==> config.mk <==
export PLATFORM = sky130hd
export DESIGN_NAME = gf_prime_polynomial_unit_flat
export DESIGN_NICKNAME = d
export VERILOG_FILES = /design/src/rtl/gfp_pkg.sv /design/src/rtl/gfp_channels.sv /design/src/rtl/gfp_ram.sv /design/src/rtl/gfp_modmul.sv /design/src/rtl/gf_prime_polynomial_unit.sv /design/src/flat_wrapper.sv
export SDC_FILE = /design/constraint.sdc
export NUM_CORES = 2
export LEC_CHECK = 0
export BUFFER_PORTS_ARGS = -buffer_cell sky130_fd_sc_hd__buf_2
export CORE_MARGIN = 2
export CORE_UTILIZATION = 55
export DETAILED_ROUTE_END_ITERATION = 8
export PLACE_DENSITY_LB_ADDON = 0.3
export SYNTH_ARGS = -nofsm -noshare
export SYNTH_HDL_FRONTEND = slang
export SYNTH_SLANG_ARGS = --single-unit
==> constraint.sdc <==
create_clock -name clk -period 12.1 [get_ports clk]
set_input_delay 3.63 -clock clk [delete_from_list [all_inputs] [get_ports clk]]
set_output_delay 3.63 -clock clk [all_outputs]
set_load 0.01 [all_outputs]
==> src/rtl/gfp_pkg.sv <==
// shared constants, item types and field arithmetic helpers
// no dependencies
package gfp_pkg;

  localparam int PRIME     = 929;
  localparam int MAX_TERMS = 32;

  localparam int CW  = 10;  // coefficient width
  localparam int FW  = 4;   // func width
  localparam int SDW = 5;   // shift degree width
  localparam int DGW = 6;   // term degree width
  localparam int STW = 2;   // status width

  localparam int AW  = $clog2(MAX_TERMS);        // poly / quotient address
  localparam int LW  = $clog2(MAX_TERMS + 1);    // poly length
  localparam int SAW = $clog2(2 * MAX_TERMS);    // scratch address
  localparam int KW  = $clog2(MAX_TERMS + 32);   // result length / position

  // reciprocal for reduction of products below 2^(2*CW)
  localparam int RED_S = 30;
  localparam longint unsigned RED_K = ((64'd1 << RED_S) + PRIME - 1) / PRIME;
  localparam int RKW = RED_S;

  // inverse by exponentiation to PRIME-2
  localparam int EW = $clog2(PRIME);
  localparam logic [EW-1:0] EXP_V = EW'(PRIME - 2);

  localparam logic [FW-1:0] F_LOAD_A = 4'd0;
  localparam logic [FW-1:0] F_LOAD_B = 4'd1;
  localparam logic [FW-1:0] F_EVAL   = 4'd2;
  localparam logic [FW-1:0] F_ADD    = 4'd3;
  localparam logic [FW-1:0] F_SUB    = 4'd4;
  localparam logic [FW-1:0] F_MUL    = 4'd5;
  localparam logic [FW-1:0] F_SCALE  = 4'd6;
  localparam logic [FW-1:0] F_MONO   = 4'd7;
  localparam logic [FW-1:0] F_DIV    = 4'd8;

  localparam logic [STW-1:0] ST_OK   = 2'd0;
  localparam logic [STW-1:0] ST_DIV0 = 2'd1;
  localparam logic [STW-1:0] ST_OVF  = 2'd2;

  typedef struct packed {
    logic [FW-1:0]  func;
    logic [CW-1:0]  coeff_value;
    logic           load_last;
    logic [CW-1:0]  factor;
    logic [SDW-1:0] shift_degree;
  } in_item_t;

  typedef struct packed {
    logic [CW-1:0]  out_coeff;
    logic [DGW-1:0] term_degree;
    logic           part;
    logic           last;
    logic [STW-1:0] status;
  } out_item_t;

  // reduce a raw field value mod PRIME
  function automatic logic [CW-1:0] mod_small(input logic [CW-1:0] x);
    logic [CW+RKW-1:0] pq;
    logic [CW-1:0]     q;
    logic [2*CW-1:0]   qp;
    pq = (CW+RKW)'(x) * (CW+RKW)'(RED_K);
    q  = pq[RED_S +: CW];
    qp = (2*CW)'(q) * (2*CW)'(PRIME);
    return CW'((2*CW)'(x) - qp);
  endfunction

  function automatic logic [CW-1:0] add_mod(input logic [CW-1:0] a, input logic [CW-1:0] b);
    logic [CW:0] s;
    s = (CW+1)'(a) + (CW+1)'(b);
    if (s >= (CW+1)'(PRIME)) s = s - (CW+1)'(PRIME);
    return s[CW-1:0];
  endfunction

  function automatic logic [CW-1:0] sub_mod(input logic [CW-1:0] a, input logic [CW-1:0] b);
    logic [CW+1:0] s;
    s = (CW+2)'(a) + (CW+2)'(PRIME) - (CW+2)'(b);
    if (s >= (CW+2)'(PRIME)) s = s - (CW+2)'(PRIME);
    return s[CW-1:0];
  endfunction

endpackage

==> src/rtl/gfp_channels.sv <==
// valid/ready channel interfaces for input and result items
// depends on gfp_pkg
interface gfp_in_if;
  import gfp_pkg::*;
  logic     valid;
  logic     ready;
  in_item_t data;
  modport source (output valid, output data, input ready);
  modport sink   (input valid, input data, output ready);
endinterface

interface gfp_out_if;
  import gfp_pkg::*;
  logic      valid;
  logic      ready;
  out_item_t data;
  modport source (output valid, output data, input ready);
  modport sink   (input valid, input data, output ready);
endinterface

==> src/rtl/gfp_ram.sv <==
// generic single-port-write, single-port-read ram, registered read data
// no dependencies
module gfp_ram #(
  parameter int DEPTH = 32,
  parameter int WIDTH = 10
) (
  input  logic                     clk,
  input  logic                     we,
  input  logic [$clog2(DEPTH)-1:0] waddr,
  input  logic [WIDTH-1:0]         wdata,
  input  logic                     re,
  input  logic [$clog2(DEPTH)-1:0] raddr,
  output logic [WIDTH-1:0]         rdata
);
  logic [WIDTH-1:0] mem [DEPTH];

  always_ff @(posedge clk) begin
    if (we) mem[waddr] <= wdata;
  end

  always_ff @(posedge clk) begin
    if (re) rdata <= mem[raddr];
  end
endmodule

==> src/rtl/gfp_modmul.sv <==
// two-stage modular multiplier: product, then quotient; result is held
// depends on gfp_pkg
module gfp_modmul (
  input  logic                clk,
  input  logic                rst_n,
  input  logic                start,
  input  logic [gfp_pkg::CW-1:0] x,
  input  logic [gfp_pkg::CW-1:0] y,
  output logic [gfp_pkg::CW-1:0] result
);
  import gfp_pkg::*;

  logic              st1_r;
  logic [2*CW-1:0]   p_r;
  logic [2*CW-1:0]   p2_r;
  logic [CW-1:0]     q_r;
  logic [2*CW+RKW-1:0] pk;
  logic [2*CW-1:0]   qp;

  always_ff @(posedge clk) begin
    if (!rst_n) st1_r <= 1'b0;
    else        st1_r <= start;
  end

  always_ff @(posedge clk) begin
    if (start) p_r <= (2*CW)'(x) * (2*CW)'(y);
  end

  // quotient estimate by reciprocal, exact for products below PRIME*PRIME
  assign pk = (2*CW+RKW)'(p_r) * (2*CW+RKW)'(RED_K);

  always_ff @(posedge clk) begin
    if (st1_r) begin
      q_r  <= pk[RED_S +: CW];
      p2_r <= p_r;
    end
  end

  assign qp     = (2*CW)'(q_r) * (2*CW)'(PRIME);
  assign result = CW'(p2_r - qp);
endmodule

==> src/rtl/gf_prime_polynomial_unit.sv <==
// top level: polynomial unit over gf(prime), sequencer around four rams
// depends on gfp_pkg, gfp_channels, gfp_ram, gfp_modmul
//
//  channel   dir   handshake     payload
//  in_ch     in    valid/ready   func, coeff_value, load_last, factor, shift_degree
//  out_ch    out   valid/ready   out_coeff, term_degree, part, last, status
//
// a load leaves the sequencer idle, an overflowing one first emits its error result; operations run one item
// at a time, ready is low while busy and while reset is held
// operation time is set by the shared modular multiplier; each multiply-accumulate steps through
// read, start, wait and accumulate, and a/b first copies the dividend and forms the inverse
// stalls on out_ch hold the sequencer
// reset is synchronous, no clearing pass: stored polynomials start as the zero polynomial
module gf_prime_polynomial_unit (
  input  logic      clk,
  input  logic      rst_n,
  gfp_in_if.sink    in_ch,
  gfp_out_if.source out_ch
);
  import gfp_pkg::*;

  // load tracking codes
  localparam logic [1:0] OPEN_NONE = 2'd0;
  localparam logic [1:0] OPEN_A    = 2'd1;
  localparam logic [1:0] OPEN_B    = 2'd2;

  // sequencer states
  localparam logic [5:0] S_IDLE    = 6'd0;
  localparam logic [5:0] S_ONE     = 6'd1;
  localparam logic [5:0] S_MW      = 6'd2;
  localparam logic [5:0] S_OFFER   = 6'd3;
  localparam logic [5:0] S_EV_LD   = 6'd4;
  localparam logic [5:0] S_EV_LOOP = 6'd5;
  localparam logic [5:0] S_EV_ACC  = 6'd6;
  localparam logic [5:0] S_AS_RD   = 6'd7;
  localparam logic [5:0] S_AS_EM   = 6'd8;
  localparam logic [5:0] S_SC_RD   = 6'd9;
  localparam logic [5:0] S_SC_MUL  = 6'd10;
  localparam logic [5:0] S_SC_GET  = 6'd11;
  localparam logic [5:0] S_MU_INIT = 6'd12;
  localparam logic [5:0] S_MU_RD   = 6'd13;
  localparam logic [5:0] S_MU_MUL  = 6'd14;
  localparam logic [5:0] S_MU_ACC  = 6'd15;
  localparam logic [5:0] S_DV_CPR  = 6'd16;
  localparam logic [5:0] S_DV_CPW  = 6'd17;
  localparam logic [5:0] S_DV_INV0 = 6'd18;
  localparam logic [5:0] S_DV_INV1 = 6'd19;
  localparam logic [5:0] S_DV_INVA = 6'd20;
  localparam logic [5:0] S_DV_INV2 = 6'd21;
  localparam logic [5:0] S_DV_INVB = 6'd22;
  localparam logic [5:0] S_DV_QRD  = 6'd23;
  localparam logic [5:0] S_DV_QMUL = 6'd24;
  localparam logic [5:0] S_DV_QW   = 6'd25;
  localparam logic [5:0] S_DV_JRD  = 6'd26;
  localparam logic [5:0] S_DV_JMUL = 6'd27;
  localparam logic [5:0] S_DV_JW   = 6'd28;
  localparam logic [5:0] S_DV_QPH  = 6'd29;
  localparam logic [5:0] S_DV_RPH  = 6'd30;
  localparam logic [5:0] S_EM_RD   = 6'd31;
  localparam logic [5:0] S_EM_GET  = 6'd32;

  // control registers
  logic [5:0]  state_r, state_nxt, ret_r, ret_nxt, loop_r, loop_nxt, post_r, post_nxt;
  logic [1:0]  open_r, open_nxt;
  logic [LW-1:0] len_a_r, len_a_nxt, len_b_r, len_b_nxt;
  logic [LW-1:0] lz_a_r, lz_a_nxt, lz_b_r, lz_b_nxt;   // leading zero count as loaded
  logic        out_valid_r, out_valid_nxt;

  // working registers
  logic [KW-1:0] i_r, i_nxt, j_r, j_nxt, k_r, k_nxt, len_r, len_nxt, iend_r, iend_nxt;
  logic [SAW-1:0] ebase_r, ebase_nxt;
  logic        lead_r, lead_nxt, part_r, part_nxt, final_r, final_nxt;
  logic        aok_r, aok_nxt, bok_r, bok_nxt, emq_r, emq_nxt;
  logic [CW-1:0] val_r, val_nxt, acc_r, acc_nxt, fac_r, fac_nxt;
  logic [CW-1:0] inv_r, inv_nxt, base_r, base_nxt, q_r, q_nxt;
  logic [EW-1:0] exp_r, exp_nxt;
  logic [STW-1:0] st_r, st_nxt;
  logic [FW-1:0]  func_r, func_nxt;
  out_item_t   out_data_r, out_data_nxt;

  // ram ports
  logic          a_we, a_re, b_we, b_re, s_we, s_re, q_we, q_re;
  logic [AW-1:0] a_waddr, a_raddr, b_waddr, b_raddr, q_waddr, q_raddr;
  logic [SAW-1:0] s_waddr, s_raddr;
  logic [CW-1:0] a_wdata, b_wdata, s_wdata, q_wdata, a_q, b_q, s_q, q_q;
  logic [CW-1:0] a_dat, b_dat;

  // multiplier
  logic          mul_start;
  logic [CW-1:0] mul_x, mul_y, m_res;

  // derived
  logic          in_fire, a_allz, b_allz, na_ge;
  logic [LW-1:0] sa, sb, na, nb;
  logic [KW-1:0] sa_k, sb_k, na_k, nb_k, nq_k, ao_a, ao_b;
  logic [CW-1:0] cv_red, fac_red;
  logic          ld_sel_b, ld_restart, ld_room;
  logic [LW-1:0] ld_len, ld_lz, ld_lz_new;
  logic          last_pos, skip, can_push;

  gfp_ram #(.DEPTH(MAX_TERMS), .WIDTH(CW)) u_ram_a (
    .clk, .we(a_we), .waddr(a_waddr), .wdata(a_wdata),
    .re(a_re), .raddr(a_raddr), .rdata(a_q)
  );
  gfp_ram #(.DEPTH(MAX_TERMS), .WIDTH(CW)) u_ram_b (
    .clk, .we(b_we), .waddr(b_waddr), .wdata(b_wdata),
    .re(b_re), .raddr(b_raddr), .rdata(b_q)
  );
  gfp_ram #(.DEPTH(2*MAX_TERMS), .WIDTH(CW)) u_ram_scr (
    .clk, .we(s_we), .waddr(s_waddr), .wdata(s_wdata),
    .re(s_re), .raddr(s_raddr), .rdata(s_q)
  );
  gfp_ram #(.DEPTH(MAX_TERMS), .WIDTH(CW)) u_ram_quo (
    .clk, .we(q_we), .waddr(q_waddr), .wdata(q_wdata),
    .re(q_re), .raddr(q_raddr), .rdata(q_q)
  );

  gfp_modmul u_modmul (
    .clk, .rst_n, .start(mul_start), .x(mul_x), .y(mul_y), .result(m_res)
  );

  // no item is taken while reset is held
  assign in_ch.ready  = (state_r == S_IDLE) && rst_n;
  assign in_fire      = in_ch.valid && in_ch.ready;
  assign out_ch.valid = out_valid_r;
  assign out_ch.data  = out_data_r;

  // normalized views of the stored polynomials; an all-zero poly reads as zeros
  assign a_allz = (lz_a_r == len_a_r);
  assign b_allz = (lz_b_r == len_b_r);
  assign sa     = a_allz ? len_a_r - LW'(1) : lz_a_r;
  assign sb     = b_allz ? len_b_r - LW'(1) : lz_b_r;
  assign na     = len_a_r - sa;
  assign nb     = len_b_r - sb;
  assign sa_k   = KW'(sa);
  assign sb_k   = KW'(sb);
  assign na_k   = KW'(na);
  assign nb_k   = KW'(nb);
  assign na_ge  = (na >= nb);
  assign nq_k   = na_k - nb_k + KW'(1);
  assign ao_a   = len_r - na_k;
  assign ao_b   = len_r - nb_k;
  assign a_dat  = a_allz ? '0 : a_q;
  assign b_dat  = b_allz ? '0 : b_q;

  assign cv_red  = mod_small(in_ch.data.coeff_value);
  assign fac_red = mod_small(in_ch.data.factor);

  // load bookkeeping for the polynomial named by the item
  assign ld_sel_b   = (in_ch.data.func == F_LOAD_B);
  assign ld_restart = (open_r != (ld_sel_b ? OPEN_B : OPEN_A));
  assign ld_len     = ld_restart ? '0 : (ld_sel_b ? len_b_r : len_a_r);
  assign ld_lz      = ld_restart ? '0 : (ld_sel_b ? lz_b_r : lz_a_r);
  assign ld_room    = (ld_len < LW'(MAX_TERMS));
  assign ld_lz_new  = (ld_lz == ld_len && cv_red == '0) ? ld_lz + LW'(1) : ld_lz;

  // result emitter: strips leading zeros, never the final position
  assign last_pos = (k_r == len_r - KW'(1));
  assign skip     = lead_r && (val_r == '0) && !last_pos;
  assign can_push = !out_valid_r || out_ch.ready;

  always_comb begin
    state_nxt = state_r;  ret_nxt = ret_r;  loop_nxt = loop_r;  post_nxt = post_r;
    open_nxt = open_r;
    len_a_nxt = len_a_r;  len_b_nxt = len_b_r;  lz_a_nxt = lz_a_r;  lz_b_nxt = lz_b_r;
    i_nxt = i_r;  j_nxt = j_r;  k_nxt = k_r;  len_nxt = len_r;  iend_nxt = iend_r;
    ebase_nxt = ebase_r;  lead_nxt = lead_r;  part_nxt = part_r;  final_nxt = final_r;
    aok_nxt = aok_r;  bok_nxt = bok_r;  emq_nxt = emq_r;
    val_nxt = val_r;  acc_nxt = acc_r;  fac_nxt = fac_r;  inv_nxt = inv_r;
    base_nxt = base_r;  q_nxt = q_r;  exp_nxt = exp_r;  st_nxt = st_r;
    func_nxt = func_r;
    a_we = 1'b0;  a_waddr = '0;  a_wdata = '0;  a_re = 1'b0;  a_raddr = '0;
    b_we = 1'b0;  b_waddr = '0;  b_wdata = '0;  b_re = 1'b0;  b_raddr = '0;
    s_we = 1'b0;  s_waddr = '0;  s_wdata = '0;  s_re = 1'b0;  s_raddr = '0;
    q_we = 1'b0;  q_waddr = '0;  q_wdata = '0;  q_re = 1'b0;  q_raddr = '0;
    mul_start = 1'b0;  mul_x = '0;  mul_y = '0;
    out_valid_nxt = out_valid_r && !out_ch.ready;
    out_data_nxt  = out_data_r;

    unique case (state_r)
      S_IDLE: begin
        if (in_fire) begin
          if (in_ch.data.func == F_LOAD_A || in_ch.data.func == F_LOAD_B) begin
            if (ld_room) begin
              if (ld_sel_b) begin
                b_we = 1'b1;  b_waddr = AW'(ld_len);  b_wdata = cv_red;
                len_b_nxt = ld_len + LW'(1);  lz_b_nxt = ld_lz_new;
              end else begin
                a_we = 1'b1;  a_waddr = AW'(ld_len);  a_wdata = cv_red;
                len_a_nxt = ld_len + LW'(1);  lz_a_nxt = ld_lz_new;
              end
            end else begin
              // coefficient past capacity is dropped, load stays open unless the item is the last
              val_nxt = '0;  st_nxt = ST_OVF;  state_nxt = S_ONE;
            end
            open_nxt = in_ch.data.load_last ? OPEN_NONE : (ld_sel_b ? OPEN_B : OPEN_A);
          end else if (in_ch.data.func <= F_DIV) begin
            open_nxt = OPEN_NONE;
            func_nxt = in_ch.data.func;
            fac_nxt  = fac_red;
            // emitter defaults: main part, final run
            k_nxt = '0;  lead_nxt = 1'b1;  part_nxt = 1'b0;  final_nxt = 1'b1;
            post_nxt = S_IDLE;  loop_nxt = S_IDLE;
            priority case (in_ch.data.func)
              F_EVAL: begin
                a_re = 1'b1;  a_raddr = AW'(sa);
                state_nxt = S_EV_LD;
              end
              F_ADD, F_SUB: begin
                len_nxt = na_ge ? na_k : nb_k;
                loop_nxt = S_AS_RD;  state_nxt = S_AS_RD;
              end
              F_MUL: begin
                len_nxt = na_k + nb_k - KW'(1);
                loop_nxt = S_MU_INIT;  state_nxt = S_MU_INIT;
              end
              F_SCALE, F_MONO: begin
                if (in_ch.data.func == F_MONO && fac_red == '0) begin
                  // zero monomial coefficient gives the zero polynomial
                  len_nxt = KW'(1);  val_nxt = '0;  state_nxt = S_OFFER;
                end else begin
                  len_nxt = (in_ch.data.func == F_MONO)
                            ? na_k + KW'(in_ch.data.shift_degree) : na_k;
                  loop_nxt = S_SC_RD;  state_nxt = S_SC_RD;
                end
              end
              default: begin
                if (b_allz) begin
                  val_nxt = '0;  st_nxt = ST_DIV0;  state_nxt = S_ONE;
                end else begin
                  i_nxt = '0;  state_nxt = S_DV_CPR;
                end
              end
            endcase
          end
        end
      end

      // single result: evaluation value or an error
      S_ONE: begin
        if (can_push) begin
          out_valid_nxt = 1'b1;
          out_data_nxt  = '{out_coeff: val_r, term_degree: '0, part: 1'b0,
                            last: 1'b1, status: st_r};
          st_nxt    = ST_OK;
          state_nxt = S_IDLE;
        end
      end

      // wait for the multiplier, then continue
      S_MW: state_nxt = ret_r;

      S_OFFER: begin
        if (skip || can_push) begin
          if (!skip) begin
            out_valid_nxt = 1'b1;
            out_data_nxt  = '{out_coeff: val_r, term_degree: DGW'(len_r - KW'(1) - k_r),
                              part: part_r, last: final_r && last_pos, status: ST_OK};
            lead_nxt = 1'b0;
          end
          k_nxt     = k_r + KW'(1);
          state_nxt = last_pos ? post_r : loop_r;
        end
      end

      // horner evaluation
      S_EV_LD: begin
        acc_nxt = a_dat;  i_nxt = KW'(1);  state_nxt = S_EV_LOOP;
      end
      S_EV_LOOP: begin
        if (i_r == na_k) begin
          val_nxt = acc_r;  st_nxt = ST_OK;  state_nxt = S_ONE;
        end else begin
          mul_start = 1'b1;  mul_x = fac_r;  mul_y = acc_r;
          a_re = 1'b1;  a_raddr = AW'(sa_k + i_r);
          ret_nxt = S_EV_ACC;  state_nxt = S_MW;
        end
      end
      S_EV_ACC: begin
        acc_nxt = add_mod(m_res, a_dat);  i_nxt = i_r + KW'(1);  state_nxt = S_EV_LOOP;
      end

      // sum and difference, aligned at the low end
      S_AS_RD: begin
        aok_nxt = (k_r >= ao_a);
        bok_nxt = (k_r >= ao_b);
        a_re = 1'b1;  a_raddr = AW'(sa_k + k_r - ao_a);
        b_re = 1'b1;  b_raddr = AW'(sb_k + k_r - ao_b);
        state_nxt = S_AS_EM;
      end
      S_AS_EM: begin
        val_nxt = (func_r == F_ADD)
                  ? add_mod(aok_r ? a_dat : '0, bok_r ? b_dat : '0)
                  : sub_mod(aok_r ? a_dat : '0, bok_r ? b_dat : '0);
        state_nxt = S_OFFER;
      end

      // scale and monomial product
      S_SC_RD: begin
        if (k_r < na_k) begin
          a_re = 1'b1;  a_raddr = AW'(sa_k + k_r);  state_nxt = S_SC_MUL;
        end else begin
          val_nxt = '0;  state_nxt = S_OFFER;
        end
      end
      S_SC_MUL: begin
        mul_start = 1'b1;  mul_x = a_dat;  mul_y = fac_r;
        ret_nxt = S_SC_GET;  state_nxt = S_MW;
      end
      S_SC_GET: begin
        val_nxt = m_res;  state_nxt = S_OFFER;
      end

      // product: one output coefficient at a time, sum over i + j == k
      S_MU_INIT: begin
        acc_nxt  = '0;
        i_nxt    = (k_r >= nb_k) ? k_r - nb_k + KW'(1) : '0;
        iend_nxt = (k_r < na_k) ? k_r : na_k - KW'(1);
        state_nxt = S_MU_RD;
      end
      S_MU_RD: begin
        a_re = 1'b1;  a_raddr = AW'(sa_k + i_r);
        b_re = 1'b1;  b_raddr = AW'(sb_k + k_r - i_r);
        state_nxt = S_MU_MUL;
      end
      S_MU_MUL: begin
        mul_start = 1'b1;  mul_x = a_dat;  mul_y = b_dat;
        ret_nxt = S_MU_ACC;  state_nxt = S_MW;
      end
      S_MU_ACC: begin
        acc_nxt = add_mod(acc_r, m_res);
        if (i_r == iend_r) begin
          val_nxt = add_mod(acc_r, m_res);  state_nxt = S_OFFER;
        end else begin
          i_nxt = i_r + KW'(1);  state_nxt = S_MU_RD;
        end
      end

      // division: copy dividend into scratch
      S_DV_CPR: begin
        a_re = 1'b1;  a_raddr = AW'(sa_k + i_r);  state_nxt = S_DV_CPW;
      end
      S_DV_CPW: begin
        s_we = 1'b1;  s_waddr = SAW'(i_r);  s_wdata = a_dat;
        if (i_r == na_k - KW'(1)) begin
          if (na_ge) begin
            b_re = 1'b1;  b_raddr = AW'(sb);  state_nxt = S_DV_INV0;
          end else begin
            state_nxt = S_DV_QPH;
          end
        end else begin
          i_nxt = i_r + KW'(1);  state_nxt = S_DV_CPR;
        end
      end

      // inverse of the leading divisor coefficient by square and multiply
      S_DV_INV0: begin
        base_nxt = b_dat;  inv_nxt = CW'(1);  exp_nxt = EXP_V;  state_nxt = S_DV_INV1;
      end
      S_DV_INV1: begin
        if (exp_r == '0) begin
          i_nxt = '0;  state_nxt = S_DV_QRD;
        end else if (exp_r[0]) begin
          mul_start = 1'b1;  mul_x = inv_r;  mul_y = base_r;
          ret_nxt = S_DV_INVA;  state_nxt = S_MW;
        end else begin
          state_nxt = S_DV_INV2;
        end
      end
      S_DV_INVA: begin
        inv_nxt = m_res;  state_nxt = S_DV_INV2;
      end
      S_DV_INV2: begin
        mul_start = 1'b1;  mul_x = base_r;  mul_y = base_r;
        ret_nxt = S_DV_INVB;  state_nxt = S_MW;
      end
      S_DV_INVB: begin
        base_nxt = m_res;  exp_nxt = exp_r >> 1;  state_nxt = S_DV_INV1;
      end

      // long division, read-modify-write on scratch one entry at a time
      S_DV_QRD: begin
        s_re = 1'b1;  s_raddr = SAW'(i_r);  state_nxt = S_DV_QMUL;
      end
      S_DV_QMUL: begin
        mul_start = 1'b1;  mul_x = s_q;  mul_y = inv_r;
        ret_nxt = S_DV_QW;  state_nxt = S_MW;
      end
      S_DV_QW: begin
        q_nxt = m_res;
        q_we = 1'b1;  q_waddr = AW'(i_r);  q_wdata = m_res;
        j_nxt = '0;  state_nxt = S_DV_JRD;
      end
      S_DV_JRD: begin
        s_re = 1'b1;  s_raddr = SAW'(i_r + j_r);
        b_re = 1'b1;  b_raddr = AW'(sb_k + j_r);
        state_nxt = S_DV_JMUL;
      end
      S_DV_JMUL: begin
        mul_start = 1'b1;  mul_x = q_r;  mul_y = b_dat;
        ret_nxt = S_DV_JW;  state_nxt = S_MW;
      end
      S_DV_JW: begin
        s_we = 1'b1;  s_waddr = SAW'(i_r + j_r);  s_wdata = sub_mod(s_q, m_res);
        if (j_r == nb_k - KW'(1)) begin
          if (i_r == nq_k - KW'(1)) begin
            state_nxt = S_DV_QPH;
          end else begin
            i_nxt = i_r + KW'(1);  state_nxt = S_DV_QRD;
          end
        end else begin
          j_nxt = j_r + KW'(1);  state_nxt = S_DV_JRD;
        end
      end

      // quotient run, then remainder run
      S_DV_QPH: begin
        k_nxt = '0;  lead_nxt = 1'b1;  part_nxt = 1'b0;  final_nxt = 1'b0;
        post_nxt = S_DV_RPH;
        if (!na_ge) begin
          len_nxt = KW'(1);  val_nxt = '0;  state_nxt = S_OFFER;
        end else begin
          len_nxt = nq_k;  emq_nxt = 1'b1;  ebase_nxt = '0;
          loop_nxt = S_EM_RD;  state_nxt = S_EM_RD;
        end
      end
      S_DV_RPH: begin
        k_nxt = '0;  lead_nxt = 1'b1;  part_nxt = 1'b1;  final_nxt = 1'b1;
        post_nxt = S_IDLE;
        if (na_ge && nb_k == KW'(1)) begin
          len_nxt = KW'(1);  val_nxt = '0;  state_nxt = S_OFFER;
        end else begin
          len_nxt   = na_ge ? nb_k - KW'(1) : na_k;
          ebase_nxt = na_ge ? SAW'(nq_k) : '0;
          emq_nxt   = 1'b0;
          loop_nxt  = S_EM_RD;  state_nxt = S_EM_RD;
        end
      end
      S_EM_RD: begin
        if (emq_r) begin
          q_re = 1'b1;  q_raddr = AW'(k_r);
        end else begin
          s_re = 1'b1;  s_raddr = ebase_r + SAW'(k_r);
        end
        state_nxt = S_EM_GET;
      end
      S_EM_GET: begin
        val_nxt = emq_r ? q_q : s_q;  state_nxt = S_OFFER;
      end

      default: state_nxt = S_IDLE;
    endcase
  end

  always_ff @(posedge clk) begin
    if (!rst_n) begin
      state_r     <= S_IDLE;
      open_r      <= OPEN_NONE;
      len_a_r     <= LW'(1);
      len_b_r     <= LW'(1);
      lz_a_r      <= LW'(1);
      lz_b_r      <= LW'(1);
      out_valid_r <= 1'b0;
      st_r        <= ST_OK;
    end else begin
      state_r     <= state_nxt;
      open_r      <= open_nxt;
      len_a_r     <= len_a_nxt;
      len_b_r     <= len_b_nxt;
      lz_a_r      <= lz_a_nxt;
      lz_b_r      <= lz_b_nxt;
      out_valid_r <= out_valid_nxt;
      st_r        <= st_nxt;
    end
  end

  always_ff @(posedge clk) begin
    ret_r <= ret_nxt;  loop_r <= loop_nxt;  post_r <= post_nxt;
    i_r <= i_nxt;  j_r <= j_nxt;  k_r <= k_nxt;  len_r <= len_nxt;  iend_r <= iend_nxt;
    ebase_r <= ebase_nxt;  lead_r <= lead_nxt;  part_r <= part_nxt;  final_r <= final_nxt;
    aok_r <= aok_nxt;  bok_r <= bok_nxt;  emq_r <= emq_nxt;
    val_r <= val_nxt;  acc_r <= acc_nxt;  fac_r <= fac_nxt;  inv_r <= inv_nxt;
    base_r <= base_nxt;  q_r <= q_nxt;  exp_r <= exp_nxt;
    func_r <= func_nxt;
    out_data_r <= out_data_nxt;
  end
endmodule

==> src/flat_wrapper.sv <==
// flat-port wrapper written by rule: the top's interface ports become plain ports
module gf_prime_polynomial_unit_flat import gfp_pkg::*;
  (clk, rst_n, in_ch_valid, in_ch_data, in_ch_ready, out_ch_valid, out_ch_data, out_ch_ready);
  gfp_in_if in_ch_i ();
  gfp_out_if out_ch_i ();
  input  logic clk;
  input  logic rst_n;
  input wire logic [$bits(in_ch_i.valid)-1:0] in_ch_valid;
  input wire logic [$bits(in_ch_i.data)-1:0] in_ch_data;
  output wire logic [$bits(in_ch_i.ready)-1:0] in_ch_ready;
  output wire logic [$bits(out_ch_i.valid)-1:0] out_ch_valid;
  output wire logic [$bits(out_ch_i.data)-1:0] out_ch_data;
  input wire logic [$bits(out_ch_i.ready)-1:0] out_ch_ready;
  assign in_ch_i.valid = in_ch_valid;
  assign in_ch_i.data = in_ch_data;
  assign in_ch_ready = in_ch_i.ready;
  assign out_ch_valid = out_ch_i.valid;
  assign out_ch_data = out_ch_i.data;
  assign out_ch_i.ready = out_ch_ready;
  gf_prime_polynomial_unit u_core (.clk(clk), .rst_n(rst_n), .in_ch(in_ch_i), .out_ch(out_ch_i));
endmodule
==> impl_results.md <==
* Final nets at 9379
* Seq pwr share at 48.6%
* Pwr dens at 131.3 nW/µm²
* Min-delay worst type: reg -> reg
* DRC at 3
* Req. time, crit path at 12.63 ns
* Max_cap viols at 0
* Core box area at 183100 µm²
* Sw Ratio at 24.81%
* Fmax at 96.35 MHz
* Placed Cells at 10670
* Grt total ovfl at 0
* Largest cells by area after synthesis: edfxtp_1 (54%), ha_1 (7.9%), fa_1 (6.2%), nand2_1 (4.6%), inv_1 (2.5%)
* Setup bufs post-CTS at 0
* H-tree depth at 4
* Hold_buf cts at 0
* Largest family of logic cells by synthesized area: adder cells
* Largest stage delay on the critical path at 0.93 ns
* Setup crit end kind: flip-flop
* Syn avg cell area at 12.05 µm²
* Critical Path Start Type: flip-flop
* Post-synth top flop: edfxtp_1
* CP Depth at 31
* Worst-skew pair later-pin latency at 0.90 ns
* Clock Path Buffers at 3
* RSZ-0062 raised after global routing: false
* Synth warnings at 0
* Setup tns final at 0 ns
* Pin count of the biggest net entering global routing at 160
* Int Power at 10900 µW
* WL final at 274000 µm
* EDFF count, synth at 1827
* Via total after detailed routing at 67690
* Post-CTS Resized at 0
* Chip width at 433.2 µm
* Layout Cells excl Fill at 11020
* Area Overhead vs Synth at 8.936%
* LEAKAGE at 0.04071 µW
* Worst-path cell with the longest stage delay: o21ai_0
* Antenna violations before repair at 8
* Flop2flop setup slack at 1.72 ns
* WHS Path Cells at 0
* Failing checks: design-rule violations
* Critical path class: reg -> reg
* Delay-heaviest family, CP: compound AO/OA/AOI/OAI gates
* Remaining antenna violation count at 0
* Post-synthesis simple-gate area fraction at 12.29%
* Vias in the first global route at 66600
* Worst-margin pin slew at 1.288 ns
* Die outline area at 187700 µm²
* Root Buffer Master: clkbuf_16
* Vias per cell at 6.144
* Final min period at 10.38 ns
* Gr usage total at 29.05%
* CP max FO at 23
* Area share of xor/xnor cells in the synthesized design at 2.502%
* Gate count of the mapped netlist at 8406
* Placer Congestion at 0.9738
* Synth Area in Compound Gates at 8.585%
* Worst VDD drop at 0.1335 mV
* Post-Synth Adder-Cell Area at 14.12%
* Clock transition at the registers of the reported paths at 0.06 ns
* I/O pin count at 56
* Worst min-delay path startpoint: u_core.val_r[9]
* Endpoint, Worst Hold: u_core.out_ch.data[19]
* PortBufs at 55
* Syn Nets at 9394
* Drt pass-1 iters at 9
* Hold Vio Cnt, Final at 0
* Combinational power share at 11.8%
* Worst reg2reg path startpoint: u_core.len_a_r[3]
* Sink Count at 1863
* Top cell type's share of synthesized area at 54.15%
* Async set-reset flop share out of synthesis at 0%
* Final Skew at 0.1079 ns
* Outcome: finished, violations left
* Hold_ws at 0.4616 ns
* Worst endpoint data arrival time at 10.90 ns
* Endpoints failing setup at 0
* Worst path bufs/invs at 4
* Mapped cell area at 101300 µm²
* Multiplexer share of the synthesized area at 3.352%
* Global-route wire length before repair at 410700 µm
* Reg-to-Reg End: u_core.u_modmul.p_r[19]
* Initial DRC count at 7600
* Final Total Pwr at 14490 µW
* Yosys cell types at 112
* Final period utilization at 85.77%
* Die Ht at 433.2 µm
* Register-to-Register Path Depth at 31
* Cell taking the most area after synthesis: edfxtp_1
* CTS tree: done
* Dpl hpwl at 184400 µm
* Starting Density at 55.34%
* FP Rows at 157
* Clock network fraction of total power at 39.6%
* Switching power at 3596 µW
* Post-DR wirelength/cell at 24.87 µm
* Post-synthesis sequential area ratio at 54.86%
* CTS buffer count at 186
* Fin. max-slew vios at 0
* Ratio of cells with drive above 1 in the final layout at 8.400%
* Register bit total from synthesis at 1863
* Rel. slew slack at 11.93%
## worst reg2reg max path: cells and delay by family, from the launching register on
family                   cells  cell delay (ns)
AO/OA/AOI/OAI               10             3.32
XOR/XNOR                     3             0.67
adder cells (fa/ha/maj)      7             2.84
buffers and inverters        4             0.37
flip-flops                   1             0.62
AND/OR/NAND/NOR              7             2.21
## kinds of logic after synthesis
logic type / after synthesis
fa+ha+maj: 954
mux: 234
simple gates: 2767
flops: 1863
buf+inv: 1087
xor+xnor: 272
compound gates: 1229
## worst max-delay path by stage
stage                            from                   endpoint  slack, ns
global placement       in_ch_data[24]  u_core.u_ram_a.mem[17][9]       1.18
CTS                 u_core.len_a_r[3]    u_core.u_modmul.p_r[19]       1.81
floorplan              in_ch_data[24]   u_core.u_ram_a.mem[0][9]       1.80
detailed placement     in_ch_data[24]  u_core.u_ram_a.mem[18][9]       1.12
finish              u_core.len_a_r[3]    u_core.u_modmul.p_r[19]       1.72
global route        u_core.len_a_r[3]    u_core.u_modmul.p_r[18]       1.13
## cell type report
class / count / area [µm²]
Clock buffer: 213 / 4776
Timing Repair Buffer: 192 / 1341
Clock inverter: 132 / 1314
Inverter: 692 / 2597
Sequential cell: 1863 / 55580
Antenna cell: 5 / 12.51
Multi-Input combinational cell: 5456 / 41660
Fill cell: 14300 / 72710
Tap cell: 2464 / 3083
## state kept, by name, indices dropped and copies added (netlist names), 20 cells and up
name                  cells
u_core.u_modmul.p_r      20
u_core.out_ch.data       20
u_core.u_ram_a.mem      320
u_core.u_ram_quo.mem    320
u_core.u_ram_b.mem      320
u_core.u_ram_scr.mem    640
## power groups by stage
stage / registers (µW) / clock network, µW / logic, µW
final: 7040 / 5730 / 1710
after global routing: 7040 / 6010 / 1940
after CTS: 7040 / 5770 / 1720
after detailed placement: 7180 / 0 / 1700
after global placement: 7180 / 0 / 1660
after floorplan: 7170 / 0 / 1230
## layout by cell type, fill, tap and decap left out, drive strengths merged, types with 46 or more instances in the layout
cell type,Yosys,routed
clkinv,3,101
and3,89,89
nor2,532,532
xor2,89,89
fa,315,315
nand4,65,65
nor3,90,90
a211oi,136,136
edfxtp,1827,1827
xnor2,176,176
clkbuf,224,213
mux2i,127,127
a21oi,243,243
inv,689,702
mux4,81,81
nor2b,103,103
nand2b,46,46
nand2,1251,1251
a31oi,117,117
a21o,86,86
buf,171,192
nand3,393,393
a311oi,94,94
or3,55,55
ha,639,639
o21ai,155,155
## synthesized netlist by cell type (all sizes together), types with 27 or more instances
library cell,count
edfxtp,1827
nand2,1251
inv,689
ha,639
nor2,532
nand3,393
fa,315
a21oi,243
clkbuf,224
xnor2,176
buf,171
o21ai,155
a211oi,136
mux2i,127
a31oi,117
nor2b,103
a311oi,94
nor3,90
and3,89
xor2,89
a21o,86
mux4,81
nand4,65
or3,55
nand2b,46
o211ai,45
a22oi,43
and2,43
a32oi,41
dfxtp,36
or2,31
a221oi,30
nor4,27
## per-stage QoR
stage                     instance area (µm²)  setup slack (ns)  util (%)
after detailed placement               104300             1.118     56.95
after global placement                 104300             1.179     56.95
after CTS                              110400             1.814     60.28
final                                  110400             1.721     60.29
after global routing                   110400             1.128     60.28
after floorplan                        101300             1.795         -
## metal layers
metal	global-route usage, %	wire (µm)	share of wire (%)	vias up
met2	46.50	129000	47	3115
li1	-	-	-	30400
met3	4.299	21610	7.9	592
met1	39.39	110100	40	33570
met5	0	23	0.0084	-
met4	13.41	13270	4.8	4
Note: power is estimated with default switching activity, not from simulation.
